<file path="src/lzwc_pkg.sv">
`timescale 1ns / 1ps
// ---------------------------------------------------------------------------
// lzwc_pkg
// Shared types and constants for the fixed-width LZW byte compressor.
// ---------------------------------------------------------------------------
package lzwc_pkg;

  localparam int CODE_BITS  = 12;
  localparam int DICT_DEPTH = 1 << CODE_BITS;
  localparam int ROOT_CODES = 256;
  localparam int SH_W       = CODE_BITS + 7;
  localparam int CNT_W      = $clog2(SH_W + 1);

  typedef logic [CODE_BITS-1:0] code_t;

  localparam code_t CLEAR_CODE = code_t'(DICT_DEPTH - 1);
  localparam code_t ROOT_FIRST = code_t'(ROOT_CODES);

  // one queued input item, already classified
  typedef struct packed {
    logic [7:0] data_byte;
    logic       has_byte;
    logic       is_end;
  } item_t;

  // queue to engine handshake
  typedef struct packed {
    logic  valid;
    item_t item;
  } queue_out_t;

  typedef enum logic [3:0] {
    ST_IDLE,
    ST_SRCH_RD,
    ST_SRCH_CMP,
    ST_FULL,
    ST_FULL_CLR,
    ST_EMIT,
    ST_END_CHK,
    ST_FLUSH,
    ST_FIN
  } state_t;

endpackage

</file>
<file path="src/lzwc_if.sv">
`timescale 1ns / 1ps
// ---------------------------------------------------------------------------
// lzwc channel interfaces
// Valid/ready channels for input items and packed output bytes.
// ---------------------------------------------------------------------------
interface lzwc_in_if;
  logic       valid;
  logic       ready;
  logic [7:0] data_byte;
  logic       byte_present;
  logic       end_of_stream;
  modport source (output valid, data_byte, byte_present, end_of_stream, input ready);
  modport sink   (input valid, data_byte, byte_present, end_of_stream, output ready);
endinterface


</file>
<file path="src/lzwc_front.sv">
`timescale 1ns / 1ps
// ---------------------------------------------------------------------------
// lzwc_front
// Accepts input items, classifies them and holds them in a two-entry queue.
// ---------------------------------------------------------------------------
module lzwc_front (
  input  logic                clk,
  input  logic                rst_n,
  lzwc_in_if.sink             in_ch,
  output lzwc_pkg::queue_out_t q_out,
  input  logic                q_pop
);

  lzwc_pkg::item_t slot_r [2];
  logic            wr_ptr_r, wr_ptr_nxt;
  logic            rd_ptr_r, rd_ptr_nxt;
  logic [1:0]      cnt_r, cnt_nxt;
  logic            push;
  logic            pop;

  assign in_ch.ready = (cnt_r != 2'd2);
  assign push        = in_ch.valid && in_ch.ready;
  assign pop         = q_pop && (cnt_r != 2'd0);

  assign q_out.valid = (cnt_r != 2'd0);
  assign q_out.item  = slot_r[rd_ptr_r];

  // pointer and fill bookkeeping
  always_comb begin
    wr_ptr_nxt = push ? ~wr_ptr_r : wr_ptr_r;
    rd_ptr_nxt = pop ? ~rd_ptr_r : rd_ptr_r;
    cnt_nxt    = cnt_r + {1'b0, push} - {1'b0, pop};
  end

  always_ff @(posedge clk) begin
    if (!rst_n) begin
      wr_ptr_r <= 1'b0;
      rd_ptr_r <= 1'b0;
      cnt_r    <= 2'd0;
    end else begin
      wr_ptr_r <= wr_ptr_nxt;
      rd_ptr_r <= rd_ptr_nxt;
      cnt_r    <= cnt_nxt;
    end
  end

  // store the classified item on each transfer
  always_ff @(posedge clk) begin
    if (push) begin
      slot_r[wr_ptr_r].data_byte <= in_ch.data_byte;
      slot_r[wr_ptr_r].has_byte  <= in_ch.byte_present;
      slot_r[wr_ptr_r].is_end    <= in_ch.end_of_stream;
    end
  end

endmodule

</file>
<file path="src/flat_wrapper.sv">
// flat-port wrapper written by rule: the top's interface ports become plain ports
module lzwc_front_flat 
  (clk, rst_n, q_out, q_pop, in_ch_valid, in_ch_data_byte, in_ch_byte_present, in_ch_end_of_stream, in_ch_ready);
  lzwc_in_if in_ch_i ();
  input  logic clk;
  input  logic rst_n;
  output lzwc_pkg::queue_out_t q_out;
  input  logic q_pop;
  input wire logic [$bits(in_ch_i.valid)-1:0] in_ch_valid;
  input wire logic [$bits(in_ch_i.data_byte)-1:0] in_ch_data_byte;
  input wire logic [$bits(in_ch_i.byte_present)-1:0] in_ch_byte_present;
  input wire logic [$bits(in_ch_i.end_of_stream)-1:0] in_ch_end_of_stream;
  output wire logic [$bits(in_ch_i.ready)-1:0] in_ch_ready;
  assign in_ch_i.valid = in_ch_valid;
  assign in_ch_i.data_byte = in_ch_data_byte;
  assign in_ch_i.byte_present = in_ch_byte_present;
  assign in_ch_i.end_of_stream = in_ch_end_of_stream;
  assign in_ch_ready = in_ch_i.ready;
  lzwc_front u_core (.clk(clk), .rst_n(rst_n), .in_ch(in_ch_i), .q_out(q_out), .q_pop(q_pop));
endmodule
</file>
<file path="config.mk">
export PLATFORM = sky130hd
export DESIGN_NAME = lzwc_front_flat
export DESIGN_NICKNAME = d
export VERILOG_FILES = /design/src/lzwc_pkg.sv /design/src/lzwc_if.sv /design/src/lzwc_front.sv /design/src/flat_wrapper.sv
export SDC_FILE = /design/constraint.sdc
export NUM_CORES = 1
export LEC_CHECK = 0
export BUFFER_PORTS_ARGS = -buffer_cell sky130_fd_sc_hd__buf_2
export CAP_MARGIN = 20
export CORE_MARGIN = 5
export CORE_UTILIZATION = 50
export CTS_CLUSTER_SIZE = 8
export DETAILED_ROUTE_END_ITERATION = 8
export HOLD_SLACK_MARGIN = 0.08
export PLACE_DENSITY = 0.76
export SYNTH_ARGS = -nofsm -noshare
export SYNTH_HDL_FRONTEND = slang
export SYNTH_SLANG_ARGS = --single-unit
</file>
<file path="constraint.sdc">
create_clock -name clk -period 1.7 [get_ports clk]
set_clock_uncertainty 0.15 [all_clocks]
set_input_delay 0.17 -clock clk [delete_from_list [all_inputs] [get_ports clk]]
set_output_delay 0.17 -clock clk [all_outputs]
set_load 0.02 [all_outputs]
</file>
==> flow_summary_export.csv <==
group,metric,value,unit
run_status,status,"complete, no violations",
die,ios,26,
yosys,async_flop_share,0,%
yosys,synth_edf_count,20,
yosys,synth_compound_area_share,1.795,%
pwr,total_power,1808,uW
yosys,synth_seq_cells,25,
sta,finalCritPeriodShare,98.58,%
drt,drc_errors,0,
placement,placed_cells,110,
yosys,syn-cell-area,975.9,sq um
drt,firstDrtPassIters,3,
sta,setup_viol_count_final,0,
layout,diodes,0,
yosys,syn_area_per_cell,16.83,sq um
layout,multi_input_area,311.5,sq um
die,coreArea,0.001902,sq mm
clock_network,h-tree-depth,1,
die,die_x,54.18,um
layout,num-nets-final,117,
drt,drt-total-wl,1.678,mm
sta,tns,0,ns
drt,post_drt_wl_per_cell,13.21,um
yosys,synthTopCellsByCount,"20 x edfxtp_1, 10 x mux2_2, 5 x dfxtp_1, 3 x inv_1, 3 x nor2_1",
yosys,synth-xor-area-share,1.795,%
sta,rsz0062_at_grt,"yes",
sta,slew_headroom,79.52,%
yosys,syn-num-nets,74,
worst_setup_path,cp_max_fo,2,
yosys,synth_fa_ha_area_share,2.564,%
yosys,yosysWarnings,0,
clock_network,cts.sinks,25,
sta,drv_slew,0,
worst_setup_path,start_kind,"flop",
die,row_count,16,
drt,detail-route-antenna-nets,0,
layout,fill_cells,129,
flow_run,cap_violations,0,
layout,regArea,706.9,sq um
placement,dpl.hpwl,1.185,mm
grt,grt_use_total,13.35,%
worst_setup_path,cp.arrival,1.77,ns
die,die_h,54.18,um
sta,worstMarginPinSlew,0.3065,ns
yosys,ys_top_cells_by_area,"edfxtp_1 62%, mux2_2 12%, dfxtp_1 10%",
pwr,peakVddDrop,0.9848,mV
layout,stdcell_count,127,
sta,hold_viol,0,
sta,fmax,596.7,MHz
yosys,yosysTopAreaCell,"edfxtp_1",
worst_setup_path,path_class,"reg2reg",
pwr,cellLeakagePower,0.0005258,uW
die,start_util,51.32,%
sta,min_period,1.676,ns
yosys,synth-simple-area-share,8.846,%
worst_hold_path,hold_class,"in2reg",
clock_network,cts_root_buf,"clkbuf_4",
clock_network,numCtsBuffers,3,
drt,dr_total_vias,595,
clock_network,clkLatencyLatePin,0.31,ns
yosys,synth_top_area_share,61.54,%
die,dieArea,0.002935,sq mm
placement,gp_congestion,0.6354,
clock_network,cts_tree,"done",
grt,grt_first_pass_wirelength,2.601,mm
yosys,ys_types,20,
yosys,syn_inst,58,
worst_setup_path,cp-end-kind,"flop",
grt,grt_overflow_total,0,
drt,viasPerCell,4.685,
yosys,yosysMostFrequentCell,"edfxtp_1",
yosys,synth_ff_type,"edfxtp_1",
grt,grt_max_degree,14,
yosys,synth_mux_area_share,11.54,%
grt,grt_pass1_vias,633,
pwr,powerDensity,1339,mW/mm^2
placement,port_buffers,25,
clock_network,clk_pin_slew,0.12,ns
yosys,synth_top_family_by_area,"multiplexers",
drt,first_iter_violations,15,
worst_setup_path,cp.required,1.80,ns
layout,final_core_util,70.99,%
grt,antenna_found_initial,0,
yosys,yosysSeqAreaShare,71.79,%
clock_network,clock_path_buffers,2,
layout,drive_gt1_share,56.00,%
layout,area_growth,38.33,%
==> layout make-up <==
cell class              instances  share of cell area (%)
flip-flops and latches         25                   52.36
multi-input cells              29                   23.08
repair buffers                 39                   19.28
well taps                      27                   2.502
clock buffers                   4                   1.946
inverters                       3                  0.8341
==> through the flow <==
step / setup WS, ns / hold slack, ns / area [sq um]
after floorplan: 0.09247 / 0.1189 / 975.9
after global placement: 0.07912 / 0.2078 / 1137
after detailed placement: 0.01481 / 0.2137 / 1137
after CTS: 0.0007706 / 0.1138 / 1294
after global routing: -0.04693 / 0.1330 / 1350
final: 0.02416 / 0.1201 / 1350
==> critical path, cell delays in order (launching register included) <==
cell and delay, ns:
dfxtp_2 0.34, o21a_4 0.22, ha_4 0.26, inv_2 0.04
ha_4 0.15, xor2_2 0.17, and2_4 0.14, nor3_4 0.13
==> logic make-up after synthesis <==
| group | Yosys count |
|---|---|
| mux | 10 |
| buf+inv | 4 |
| xor+xnor | 2 |
| simple gates | 13 |
| compound gates | 2 |
| fa+ha+maj | 2 |
| flops | 25 |
==> path summary, 6_finish.rpt <==
check / startpoint / end / slack, ns / cells after the start
worst max-delay path: u_core.cnt_r[1]$_SDFF_PN0_ / u_core.cnt_r[1]$_SDFF_PN0_ / 0.02 / 7
worst min-delay path: q_pop / u_core.rd_ptr_r$_SDFFE_PN0P_ / 0.12 / 4
worst max register to register: u_core.cnt_r[1]$_SDFF_PN0_ / u_core.cnt_r[1]$_SDFF_PN0_ / 0.02 / 7
worst min register to register: u_core.wr_ptr_r$_SDFFE_PN0P_ / u_core.wr_ptr_r$_SDFFE_PN0P_ / 0.39 / 2
==> layer usage <==
layer | wire, um | track usage [%] | vias to the layer above
met5 | 0 | 0 | -
li1 | - | - | 291
met2 | 887 | 24.30 | 18
met4 | 35 | 9.959 | 0
met3 | 134 | 3.601 | 4
met1 | 620 | 12.43 | 282
==> placed cells by master (no fill, tap or decap), drive strengths merged <==
cell type / instances
o21ai: 1
nor2b: 1
nand2: 1
and3: 1
mux2: 10
nor3: 1
xor2: 1
dlygate4sd3: 12
or2: 1
edfxtp: 20
nand2b: 1
ha: 2
o21a: 1
dfxtp: 5
buf: 27
clkbuf: 4
nor2: 3
nand4b: 1
xnor2: 1
inv: 3
and2: 3
==> sequential cells by signal, summed over array words and instances (netlist names), named ones only <==
| signal | count |
|---|---|
| u_core.cnt_r | 2 |
| u_core.slot_r | 20 |
| u_core.wr_ptr_r | 1 |
| u_core.rd_ptr_r | 1 |
==> power by group <==
part           internal [uW]  switching, uW
Clock                   91.6            158
Sequential               790           71.5
Combinational            337            359
==> what timing repair did <==
item                       4_1_cts  5_1_grt
cloned                           0        0
buffers inserted                 1        0
pin swaps                        0        5
hold endpoints to repair        25        0
setup endpoints to repair       11        6
hold buffers                    12        0
resized for setup                2       11
Power figures use the tool's default switching activity.
